### src/hw/rtl/ncpm_pkg.sv
// shared constants, register indexes and types for the nibble class pattern matcher
package ncpm_pkg;

    // sizes fixed by the stream and register formats
    localparam int MAX_PATTERN_DEF = 8;
    localparam int LEN_W           = 4;
    localparam int POS_W           = 48;
    localparam int SET_W           = 16;
    localparam int NIB_W           = 4;
    localparam int BYTE_W          = 8;
    localparam int CFG_IDX_W       = 3;
    localparam int CFG_DATA_W      = 64;
    localparam int OUT_DATA_W      = 56;
    localparam int SET_ALL_W       = 2 * CFG_DATA_W;

    localparam logic [POS_W-1:0] POS_MAX = {POS_W{1'b1}};

    // configuration register indexes
    localparam logic [CFG_IDX_W-1:0] REG_HIGH_FIRST  = 3'd0;
    localparam logic [CFG_IDX_W-1:0] REG_HIGH_SECOND = 3'd1;
    localparam logic [CFG_IDX_W-1:0] REG_LOW_FIRST   = 3'd2;
    localparam logic [CFG_IDX_W-1:0] REG_LOW_SECOND  = 3'd3;
    localparam logic [CFG_IDX_W-1:0] REG_PAT_LEN     = 3'd4;
    localparam logic [CFG_IDX_W-1:0] REG_FIRST_OFS   = 3'd5;
    localparam logic [CFG_IDX_W-1:0] REG_RES_LIMIT   = 3'd6;

    // register file contents as seen by the datapath
    typedef struct packed {
        logic [SET_ALL_W-1:0] high_sets;
        logic [SET_ALL_W-1:0] low_sets;
        logic [LEN_W-1:0]     pattern_length;
        logic [POS_W-1:0]     first_offset;
        logic [POS_W-1:0]     result_limit;
    } t_cfg;

    // per-word control broadcast to every cell
    typedef struct packed {
        logic [BYTE_W-1:0] data_byte;
        logic [LEN_W-1:0]  len;
        logic              advance;
        logic              clear;
    } t_step;

endpackage

### src/hw/rtl/ncpm_cfg.sv
// configuration register file for the nibble class pattern matcher
module ncpm_cfg (
    input  logic                             i_clk,
    input  logic                             i_rst_n,
    input  logic                             i_cfg_valid,
    output logic                             o_cfg_ready,
    input  logic [ncpm_pkg::CFG_IDX_W-1:0]   i_cfg_index,
    input  logic [ncpm_pkg::CFG_DATA_W-1:0]  i_cfg_data,
    output ncpm_pkg::t_cfg                   o_cfg
);
    import ncpm_pkg::*;

    logic [CFG_DATA_W-1:0] r_high_first;
    logic [CFG_DATA_W-1:0] r_high_second;
    logic [CFG_DATA_W-1:0] r_low_first;
    logic [CFG_DATA_W-1:0] r_low_second;
    logic [LEN_W-1:0]      r_pat_len;
    logic [POS_W-1:0]      r_first_ofs;
    logic [POS_W-1:0]      r_res_limit;

    // writes are always taken
    assign o_cfg_ready = 1'b1;

    // register write decode, unknown indexes are dropped
    always_ff @(posedge i_clk) begin
        if (!i_rst_n) begin
            r_high_first  <= '0;
            r_high_second <= '0;
            r_low_first   <= '0;
            r_low_second  <= '0;
            r_pat_len     <= '0;
            r_first_ofs   <= '0;
            r_res_limit   <= POS_MAX;
        end else if (i_cfg_valid) begin
            unique case (i_cfg_index)
                REG_HIGH_FIRST:  r_high_first  <= i_cfg_data;
                REG_HIGH_SECOND: r_high_second <= i_cfg_data;
                REG_LOW_FIRST:   r_low_first   <= i_cfg_data;
                REG_LOW_SECOND:  r_low_second  <= i_cfg_data;
                REG_PAT_LEN:     r_pat_len     <= i_cfg_data[LEN_W-1:0];
                REG_FIRST_OFS:   r_first_ofs   <= i_cfg_data[POS_W-1:0];
                REG_RES_LIMIT:   r_res_limit   <= i_cfg_data[POS_W-1:0];
                default: ;
            endcase
        end
    end

    assign o_cfg.high_sets      = {r_high_second, r_high_first};
    assign o_cfg.low_sets       = {r_low_second, r_low_first};
    assign o_cfg.pattern_length = r_pat_len;
    assign o_cfg.first_offset   = r_first_ofs;
    assign o_cfg.result_limit   = r_res_limit;

endmodule

### src/hw/rtl/ncpm_cell.sv
// one pattern position: nibble class test and one bit of the shift-and vector
module ncpm_cell #(
    parameter int IDX = 0
) (
    input  logic                        i_clk,
    input  logic                        i_rst_n,
    input  ncpm_pkg::t_step             i_step,
    input  logic                        i_prev,
    input  logic [ncpm_pkg::SET_W-1:0]  i_hi_set,
    input  logic [ncpm_pkg::SET_W-1:0]  i_lo_set,
    output logic                        o_bit,
    output logic                        o_tail
);
    import ncpm_pkg::*;

    logic [NIB_W-1:0] hi_nib;
    logic [NIB_W-1:0] lo_nib;
    logic             in_use;
    logic             allow;
    logic             n_bit;
    logic             r_bit;

    // class test on both nibbles, only for positions inside the pattern
    assign hi_nib = i_step.data_byte[BYTE_W-1:NIB_W];
    assign lo_nib = i_step.data_byte[NIB_W-1:0];
    assign in_use = i_step.len > LEN_W'(IDX);
    assign allow  = in_use & i_hi_set[hi_nib] & i_lo_set[lo_nib];

    // prefix ending here extends the neighbour's prefix by one byte
    assign n_bit  = i_prev & allow;

    // whole pattern ends at this byte when this is the final position
    assign o_tail = n_bit & (i_step.len == LEN_W'(IDX + 1));

    always_ff @(posedge i_clk) begin
        if (!i_rst_n) begin
            r_bit <= 1'b0;
        end else if (i_step.advance) begin
            r_bit <= i_step.clear ? 1'b0 : n_bit;
        end
    end

    assign o_bit = r_bit;

endmodule

### src/hw/rtl/nibble_class_pattern_matcher.sv
// top level of the nibble class pattern matcher: cell row, counters and result register
//
// channel  direction  handshake                    payload
// s        in         i_s_tvalid / o_s_tready      i_s_tdata (byte), i_s_tlast (end of buffer)
// m        out        o_m_tvalid / i_m_tready      o_m_tdata (offset, length)
// cfg      in         i_cfg_valid / o_cfg_ready    i_cfg_index, i_cfg_data
//
// one byte per cycle unless stalled; a match reaches m the cycle after its final byte is taken
// the byte is classified and the whole shift-and update done in the cell row
// reset clears the vector, position, count and result register; registers take their defaults
// a stalled result stops byte intake only while the result register is full and not taken
module nibble_class_pattern_matcher #(
    parameter int MAX_PATTERN = ncpm_pkg::MAX_PATTERN_DEF
) (
    input  logic                               i_clk,
    input  logic                               i_rst_n,
    // data_byte[7:0]
    input  logic [ncpm_pkg::BYTE_W-1:0]        i_s_tdata,
    input  logic                               i_s_tlast,
    input  logic                               i_s_tvalid,
    output logic                               o_s_tready,
    // match_offset[47:0], match_length[51:48], zero[55:52]
    output logic [ncpm_pkg::OUT_DATA_W-1:0]    o_m_tdata,
    output logic                               o_m_tvalid,
    input  logic                               i_m_tready,
    input  logic                               i_cfg_valid,
    output logic                               o_cfg_ready,
    input  logic [ncpm_pkg::CFG_IDX_W-1:0]     i_cfg_index,
    input  logic [ncpm_pkg::CFG_DATA_W-1:0]    i_cfg_data
);
    import ncpm_pkg::*;

    t_cfg                   cfg;
    t_step                  step;
    logic                   step_accept;
    logic [LEN_W-1:0]       len_eff;
    logic [LEN_W-1:0]       len_m1;
    logic [MAX_PATTERN-1:0] vec_bits;
    logic [MAX_PATTERN-1:0] tails;
    logic                   hit;
    logic [POS_W-1:0]       start_ofs;
    logic                   report;
    logic [POS_W-1:0]       r_pos;
    logic [POS_W-1:0]       n_pos;
    logic [POS_W-1:0]       r_count;
    logic [POS_W-1:0]       n_count;
    logic                   r_out_valid;
    logic [POS_W-1:0]       r_out_ofs;
    logic [LEN_W-1:0]       r_out_len;

    // register file
    ncpm_cfg u_cfg (
        .i_clk       (i_clk),
        .i_rst_n     (i_rst_n),
        .i_cfg_valid (i_cfg_valid),
        .o_cfg_ready (o_cfg_ready),
        .i_cfg_index (i_cfg_index),
        .i_cfg_data  (i_cfg_data),
        .o_cfg       (cfg)
    );

    // handshake: take a word unless a result is stuck in the output register
    assign o_s_tready  = !r_out_valid || i_m_tready;
    assign step_accept = i_s_tvalid && o_s_tready;

    // clamp the pattern length to the cells present
    assign len_eff = (cfg.pattern_length > LEN_W'(MAX_PATTERN)) ?
                     LEN_W'(MAX_PATTERN) : cfg.pattern_length;

    assign step.data_byte = i_s_tdata;
    assign step.len       = len_eff;
    assign step.advance   = step_accept;
    assign step.clear     = i_s_tlast;

    // row of cells, each fed by its left neighbour's stored bit; the first cell is fed a constant one
    for (genvar j = 0; j < MAX_PATTERN; j++) begin : g_cell
        logic prev;
        if (j == 0) begin : g_head
            assign prev = 1'b1;
        end else begin : g_link
            assign prev = vec_bits[j-1];
        end
        ncpm_cell #(.IDX(j)) u_cell (
            .i_clk    (i_clk),
            .i_rst_n  (i_rst_n),
            .i_step   (step),
            .i_prev   (prev),
            .i_hi_set (cfg.high_sets[SET_W*j +: SET_W]),
            .i_lo_set (cfg.low_sets[SET_W*j +: SET_W]),
            .o_bit    (vec_bits[j]),
            .o_tail   (tails[j])
        );
    end

    // full match check against offset window and result budget
    assign hit       = |tails;
    assign len_m1    = len_eff - LEN_W'(1);
    assign start_ofs = r_pos - POS_W'(len_m1);
    assign report    = hit && (r_pos >= POS_W'(len_m1))
                       && (start_ofs >= cfg.first_offset)
                       && (r_count < cfg.result_limit);

    // position saturates, both counters clear after the end of buffer
    assign n_pos   = i_s_tlast ? '0 : ((r_pos != POS_MAX) ? r_pos + POS_W'(1) : r_pos);
    assign n_count = i_s_tlast ? '0 : r_count + POS_W'(report);

    always_ff @(posedge i_clk) begin
        if (!i_rst_n) begin
            r_pos   <= '0;
            r_count <= '0;
        end else if (step_accept) begin
            r_pos   <= n_pos;
            r_count <= n_count;
        end
    end

    // result register
    always_ff @(posedge i_clk) begin
        if (!i_rst_n) begin
            r_out_valid <= 1'b0;
        end else if (step_accept && report) begin
            r_out_valid <= 1'b1;
        end else if (i_m_tready) begin
            r_out_valid <= 1'b0;
        end
    end

    always_ff @(posedge i_clk) begin
        if (step_accept && report) begin
            r_out_ofs <= start_ofs;
            r_out_len <= len_eff;
        end
    end

    assign o_m_tvalid = r_out_valid;
    assign o_m_tdata  = {{(OUT_DATA_W - POS_W - LEN_W){1'b0}}, r_out_len, r_out_ofs};

`ifndef NO_ASSERTIONS
    // a reported match is always presented on the next cycle
    a_report_shown: assert property (@(posedge i_clk) disable iff (!i_rst_n)
        step_accept && report |=> o_m_tvalid)
        else $error("reported match not presented");

    // end of buffer leaves clean stream state
    a_end_clears: assert property (@(posedge i_clk) disable iff (!i_rst_n)
        step_accept && i_s_tlast |=> (r_pos == '0) && (r_count == '0) && (vec_bits == '0))
        else $error("stream state not cleared after end of buffer");

    // no intake while a result is held back
    a_stall_blocks: assert property (@(posedge i_clk) disable iff (!i_rst_n)
        o_m_tvalid && !i_m_tready |-> !o_s_tready)
        else $error("byte taken while result stalled");

    // a presented match never has zero length
    a_len_nonzero: assert property (@(posedge i_clk) disable iff (!i_rst_n)
        o_m_tvalid |-> (r_out_len != '0))
        else $error("match with zero length");
`endif

endmodule

### config.mk
export PLATFORM = sky130hd
export DESIGN_NAME = nibble_class_pattern_matcher
export DESIGN_NICKNAME = d
export VERILOG_FILES = /design/src/hw/rtl/ncpm_pkg.sv /design/src/hw/rtl/ncpm_cfg.sv /design/src/hw/rtl/ncpm_cell.sv /design/src/hw/rtl/nibble_class_pattern_matcher.sv
export SDC_FILE = /design/constraint.sdc
export NUM_CORES = 1
export LEC_CHECK = 0
export BUFFER_PORTS_ARGS = -buffer_cell sky130_fd_sc_hd__buf_2
export CAP_MARGIN = 10
export CORE_MARGIN = 5
export CORE_UTILIZATION = 42
export CTS_CLUSTER_SIZE = 40
export DETAILED_ROUTE_END_ITERATION = 16
export SYNTH_ARGS = -nofsm -noshare
export SYNTH_HDL_FRONTEND = slang
export SYNTH_SLANG_ARGS = --single-unit
### constraint.sdc
create_clock -name i_clk -period 17 [get_ports i_clk]
set_input_delay 0.85 -clock i_clk [delete_from_list [all_inputs] [get_ports i_clk]]
set_output_delay 0.85 -clock i_clk [all_outputs]
set_load 0.01 [all_outputs]
; Word level (Yosys, flattened, before mapping)
; Index checks and enable logic that the tools add are counted.
; W data, S select, Z words.
[classes]
reduce_logical = 19
bitwise_logic = 31
magnitude_cmp = 14
add_sub_neg = 4
mux = 45
eq_ne = 15
[ops]
columns = op, count
row1 = $mux W48, 3
row2 = $bmux W1 S4, 16
row3 = $add A48 B1 Y48, 1
row4 = $add A48 B1 Y48 const B, 1
row5 = $ge A48 B4 Y1, 1
row6 = $ge A48 B48 Y1, 1
row7 = $lt A48 B48 Y1, 1
row8 = $ne A48 B48 Y1 const B, 1
row9 = $sub A48 B4 Y48, 1
row10 = $and A1 B1 Y1, 31
row11 = $mux W1, 25
row12 = $eq A4 B3 Y1 const B, 4
row13 = $gt A4 B3 Y1 const B, 4
row14 = $reduce_and A2 Y1, 8
row15 = $lt A4 B5 Y1 const B, 2
row16 = $eq A3 B3 Y1 const B, 3
row17 = $eq A4 B2 Y1 const B, 2
row18 = $gt A4 B1 Y1 const B, 2
row19 = $gt A4 B2 Y1 const B, 2
row20 = $reduce_or A8 Y1, 1
row21 = $eq A3 B2 Y1 const B, 2
row22 = $logic_and A1 B1 Y1, 5
row23 = $eq A4 B1 Y1 const B, 1
row24 = $eq A4 B4 Y1 const B, 1
row25 = other kinds (8), 9
[word_totals]
reg_bits = 512
in_bits = 81
out_inout_bits = 59
word_cells = 147

; Longest topological paths before layout
[depth]
ltp_word = 13
ltp_mapped = 28
mapped_depth_nobuf = 27

; Cells and area by module
; A second synthesis with hierarchy kept.
[unflattened]
hier_cells = 2661
area_unflattened_um2 = 25704.7
[by_module_without_submodules]
columns = module, area_per_inst_um2, instances, cells_each
row1 = ncpm_cfg, 13279.0, 1, 1281
row2 = nibble_class_pattern_matcher, 9526.6, 1, 1105
row3 = ncpm_cell (g_cell[3].u_cell), 379.1, 1, 31
row4 = ncpm_cell (g_cell[4].u_cell), 374.1, 1, 37
row5 = ncpm_cell (g_cell[6].u_cell), 364.1, 1, 36
row6 = ncpm_cell (g_cell[2].u_cell), 357.8, 1, 35
row7 = ncpm_cell (g_cell[7].u_cell), 357.8, 1, 31
row8 = ncpm_cell (g_cell[5].u_cell), 356.6, 1, 35
row9 = ncpm_cell (g_cell[1].u_cell), 355.3, 1, 34
row10 = ncpm_cell (g_cell[0].u_cell), 354.1, 1, 36

; Worst setup path before layout
; Ideal clock, no wire load.
[synth_path]
kind = register -> register
from = register u_cfg.r_pat_len[3]
to = register r_out_len[0], enable pin
setup_ns = 0.526
path_buffers = 1
t_arrival_ns = 7.901
slack_ns = 8.573
path_stages_with_launch = 20
cell_sequence = dfxtp_1 > clkbuf_1 > nand2b_1 > ha_1 > inv_1 > ha_1 > ha_1 > o21a_1 > o21ai_0 > nand4_2 > nor4_4 > nand2_1 > xnor2_1 > ha_1 > nand4_1 > or4_1 > o311ai_0 > or4_1 > nand4_1 > nor3_1
[synth_between]
elab_cells_between_ends = 58
[synth_lines]
columns = item, line
row1 = "start, declared", ncpm_cfg.sv:17  ; logic [LEN_W-1:0] r_pat_len;
row2 = "start signal, assigned", ncpm_cfg.sv:40  ; REG_PAT_LEN: r_pat_len <= i_cfg_data[LEN_W-1:0];
row3 = $gt A4 B4 Y1, nibble_class_pattern_matcher.sv:67  ; assign len_eff = (cfg.pattern_length > LEN_W'(MAX_PATTERN)) ?
row4 = $mux W4 (*), nibble_class_pattern_matcher.sv:67
row5 = $sub A4 B1 Y4 (*), nibble_class_pattern_matcher.sv:97  ; assign len_m1 = len_eff - LEN_W'(1);
row6 = $sub A48 B4 Y48 (*), nibble_class_pattern_matcher.sv:98  ; assign start_ofs = r_pos - POS_W'(len_m1);
row7 = named net start_ofs[41], nibble_class_pattern_matcher.sv:41  ; logic [POS_W-1:0] start_ofs;
row8 = $ge A48 B48 Y1 (*), nibble_class_pattern_matcher.sv:100  ; && (start_ofs >= cfg.first_offset)
row9 = $logic_and A1 B1 Y1 (*), nibble_class_pattern_matcher.sv:100
row10 = $logic_and A1 B1 Y1 (*), nibble_class_pattern_matcher.sv:101  ; && (r_count < cfg.result_limit);
row11 = $logic_and A1 B1 Y1 (*), nibble_class_pattern_matcher.sv:129  ; if (step_accept && report) begin
row12 = "end signal, assigned", nibble_class_pattern_matcher.sv:131  ; r_out_len <= len_eff;
row13 = "end, declared", nibble_class_pattern_matcher.sv:49  ; logic [LEN_W-1:0] r_out_len;
; The timed path passes the listed nets; every way through them passes the cells marked *.
; A chain may end at the register's enable or synchronous reset.

; Worst setup path in the final report
[layout_path]
from = register u_cfg.r_pat_len[3]
to = register r_count[30]
[layout_between]
elab_cells_between_ends = 59
[layout_lines]
columns = item, line
row1 = $gt A4 B4 Y1, nibble_class_pattern_matcher.sv:67
row2 = $mux W4 (*), nibble_class_pattern_matcher.sv:67
row3 = $sub A4 B1 Y4 (*), nibble_class_pattern_matcher.sv:97
row4 = $sub A48 B4 Y48 (*), nibble_class_pattern_matcher.sv:98
row5 = named net start_ofs[43], nibble_class_pattern_matcher.sv:41
row6 = $ge A48 B48 Y1 (*), nibble_class_pattern_matcher.sv:100
row7 = $logic_and A1 B1 Y1 (*), nibble_class_pattern_matcher.sv:100
row8 = $logic_and A1 B1 Y1 (*), nibble_class_pattern_matcher.sv:101
row9 = $add A48 B1 Y48 (*), nibble_class_pattern_matcher.sv:105  ; assign n_count = i_s_tlast ? '0 : r_count + POS_W'(report);
row10 = $mux W48 (*), nibble_class_pattern_matcher.sv:105
row11 = "end signal, assigned", nibble_class_pattern_matcher.sv:113  ; r_count <= n_count;
row12 = "end, declared", nibble_class_pattern_matcher.sv:45  ; logic [POS_W-1:0] r_count;
; Marks and branches as above.

==> flow_summary_export.csv <==
group,metric,value,unit
grt,grt_overflow,0,
timing,totalNegativeSetupSlack,0,ps
cells_and_area,fin_nets,3052,
yosys,synth-edff-count,52,
cells_and_area,layout_common_cells,"nand2_1, dfxtp_1, a21oi_1, buf_2, nor2_1",
floorplan,die_area,0.0629,mm²
worst_hold_path,hp-start,"u_cfg.r_high_first[2]",
clock_tree,clock_latency,620,ps
clock_tree,post_cts_resize_count,0,
cells_and_area,multi_input_area,0.0124,mm²
floorplan,coreArea,0.0576,mm²
worst_setup_path,cp-end-kind,"register",
cells_and_area,drive_above_1_share,11.8,%
placement,finalWeightedCongestion,0.857,
route,wl_per_cell,19.0,µm
power,power.total,2630,µW
outcome,outcome,"finished clean",
timing,max_slew_margin,18.7,%
timing,setup_viol,0,
route,num_vias,20100,
cells_and_area,layout_commonest_cell,"nand2_1",
floorplan,start_util,42.3,%
timing,finalHoldViolations,0,
power,ir_drop,0.0000758,V
timing,rsz0062_at_grt,"false",
grt,antenna_found_initial,1,
floorplan,ios,140,
grt,gr-usage-all-layers,21.4,%
worst_setup_path,critical_path_class,"reg -> reg",
worst_setup_path,crit_path_max_fanout,11,
yosys,syn_avg_cell_area,8.58,µm²
worst_setup_path,worstReg2RegStart,"u_cfg.r_pat_len[3]",
yosys,synthFlopType,"dfxtp_1",
cells_and_area,area_growth,11.8,%
worst_setup_path,start_kind,"register",
route,ant_nets,0,
grt,grt_pass1_vias,19200,
cells_and_area,antenna_cells,0,
worst_hold_path,holdPathEnd,"u_cfg.r_high_first[2]",
worst_setup_path,rrSetupSlack,9280,ps
placement,pre_cts_slack,9390,ps
placement,placedInstanceArea,0.0254,mm²
clock_tree,cts_tree,"done",
cells_and_area,fin_area,0.0272,mm²
yosys,yosysSeqAreaShare,44.3,%
clock_tree,h-tree-depth,2,
timing,period_minus_slack,7720,ps
placement,dpl.hpwl,47900,µm
timing,worstMarginPinSlew,1210,ps
floorplan,die_height,251,µm
cells_and_area,fillCellCount,5442,
yosys,yosys.cell_types.count,77,
timing,fmax,130,MHz
worst_hold_path,holdPathStages,2,
grt,grt_max_degree,110,
worst_setup_path,worstPathArrival,8180,ps
clock_tree,cts_made_buffers,54,
yosys,synth_cells,2837,
route,drc,0,
cells_and_area,regArea,0.0108,mm²
clock_tree,cts_hold_buf,0,
route,drt-pass1-iter-count,5,
route,routed_wl,69700,µm
worst_setup_path,reg2reg_to,"r_count[30]",
clock_tree,cts.sinks,512,
job,drv_cap,0,
timing,finClkSkew,26.2,ps
route,viasPerCell,5.48,
timing,slew_violations,0,
yosys,synth_area,0.0243,mm²
timing,min_period_over_period,45.4,%
yosys,yosys_warnings,0,
yosys,ys_seq_elements,512,
power,powerDensity,96.5,mW/mm²
floorplan,die-width,251,µm
worst_setup_path,cp.required,17460,ps
clock_tree,clkSlewWorstSetupHoldPaths,60,ps
timing,setup_slack,9280,ps
grt,grt_pass1_wl,109000,µm
worst_setup_path,worstRegToRegCells,26,
cells_and_area,fin_util,47.3,%
yosys,async_flop_share,0,%
worst_hold_path,hold_class,"reg -> reg",
power,p_leak,0.0100,µW
clock_tree,root_buffer,"clkbuf_16",
clock_tree,post_cts_buffers,0,
clock_tree,cts_buffer_depth,3,
placement,numPortBuffers,134,
floorplan,rows,88,
route,first_iter_violations,1572,
==> worst max-delay path, stage by stage, from the launching register on <==
cell       delay (ps)
dfxtp_1           510
nand2b_1          230
ha_1              260
inv_1              80
ha_1              330
ha_1              350
o21a_1            150
o21ai_0           450
nand4_2           380
nor4_4            380
nand2_1           120
xnor2_1           170
ha_1              310
nand4_1           200
nor4_1            650
o2111ai_1         210
a31oi_1           320
or4_1             170
nand4_1           200
nor2_1            190
ha_1              280
ha_1              270
nand3_1           230
nor3_2            630
and3_1            280
xnor2_1           120
nor2_1             50
==> sequential cells by signal (all words and copies together) (netlist names) <==
name                 flops
r_count                 48
u_cfg.r_high_second     64
u_cfg.r_first_ofs       48
u_cfg.r_high_first      64
r_out_ofs               48
r_out_len                4
o_m_tvalid               1
g_cell.u_cell.o_bit      7
u_cfg.r_low_second      64
u_cfg.r_low_first       64
u_cfg.r_res_limit       48
u_cfg.r_pat_len          4
r_pos                   48
==> routing by layer <==
layer  track usage, %  vias up  routed length [µm]
li1                 -     9760                   -
met1             29.3     9686               31100
met2             35.4      549               32700
met3             2.86      120                3690
met4             7.13        0                2250
met5                0        -                   0
==> layout make-up <==
type / count / area share, %
sequential: 512 / 39.6
timing repair buffer: 152 / 2.96
clock inverter: 22 / 1.14
inverter: 122 / 1.71
clock buffer: 79 / 5.64
tap: 765 / 3.52
multi-input combinational: 2020 / 45.5
==> how the worst max path moves through the flow <==
stage	endpoint	depth (start not counted)	startpoint
after floorplan	r_out_len[0]	19	u_cfg.r_pat_len[3]
after global placement	r_count[28]	26	u_cfg.r_pat_len[3]
after detailed placement	r_count[28]	26	u_cfg.r_pat_len[3]
after CTS	r_count[30]	26	u_cfg.r_pat_len[3]
after global routing	r_count[24]	26	u_cfg.r_pat_len[3]
final	r_count[30]	26	u_cfg.r_pat_len[3]
==> power by group <==
part	internal, µW	switching (µW)
sequential	1240	8.70
combinational	43.6	108
clock	721	508
total	2000	624
==> Yosys cell counts (6+ instances only) <==
cell	number	area share, %
inv_1	121	1.9
nor2_1	135	2.1
dfxtp_1	460	38
o211ai_1	51	1.6
and4_1	13	0.47
edfxtp_1	52	6.4
a21oi_1	358	7.4
nor2b_1	19	0.49
clkbuf_1	133	2.1
mux2i_1	22	0.90
buf_2	28	0.58
nor3_1	29	0.60
mux2_2	9	0.42
or3_1	17	0.44
and2_1	7	0.18
buf_4	8	0.25
nor4_1	23	0.59
a2111oi_0	9	0.32
nand3_1	53	1.1
ha_1	108	5.6
buf_1	10	0.15
mux4_2	55	5.1
a211oi_1	7	0.22
or4_1	9	0.28
and3_1	19	0.49
buf_6	6	0.28
nand2b_1	18	0.46
xnor2_1	49	1.8
xor2_1	68	2.4
o21ai_0	35	0.72
a21o_1	11	0.34
nand4_1	44	1.1
nand2_1	755	12
==> through the flow <==
stage	cells	hold slack (ps)
4_1_cts	3672	451
3_5_place_dp	3571	443
3_3_place_gp	3571	437
6_report	3672	451
5_1_grt	3672	469
2_1_floorplan	2840	432
==> logic make-up after synthesis <==
family / count (synthesis) / synth area share, %
AOI/OAI and AO/OA: 523 / 12.5
buffers and inverters: 308 / 5.21
and+or+nand+nor: 1179 / 21.7
other: 2 / 0.0309
xor gates and xnor gates: 117 / 4.21
DFF: 512 / 44.3
adders and majority gates: 109 / 5.63
muxes: 87 / 6.52
Power figures use the tool's default switching activity.
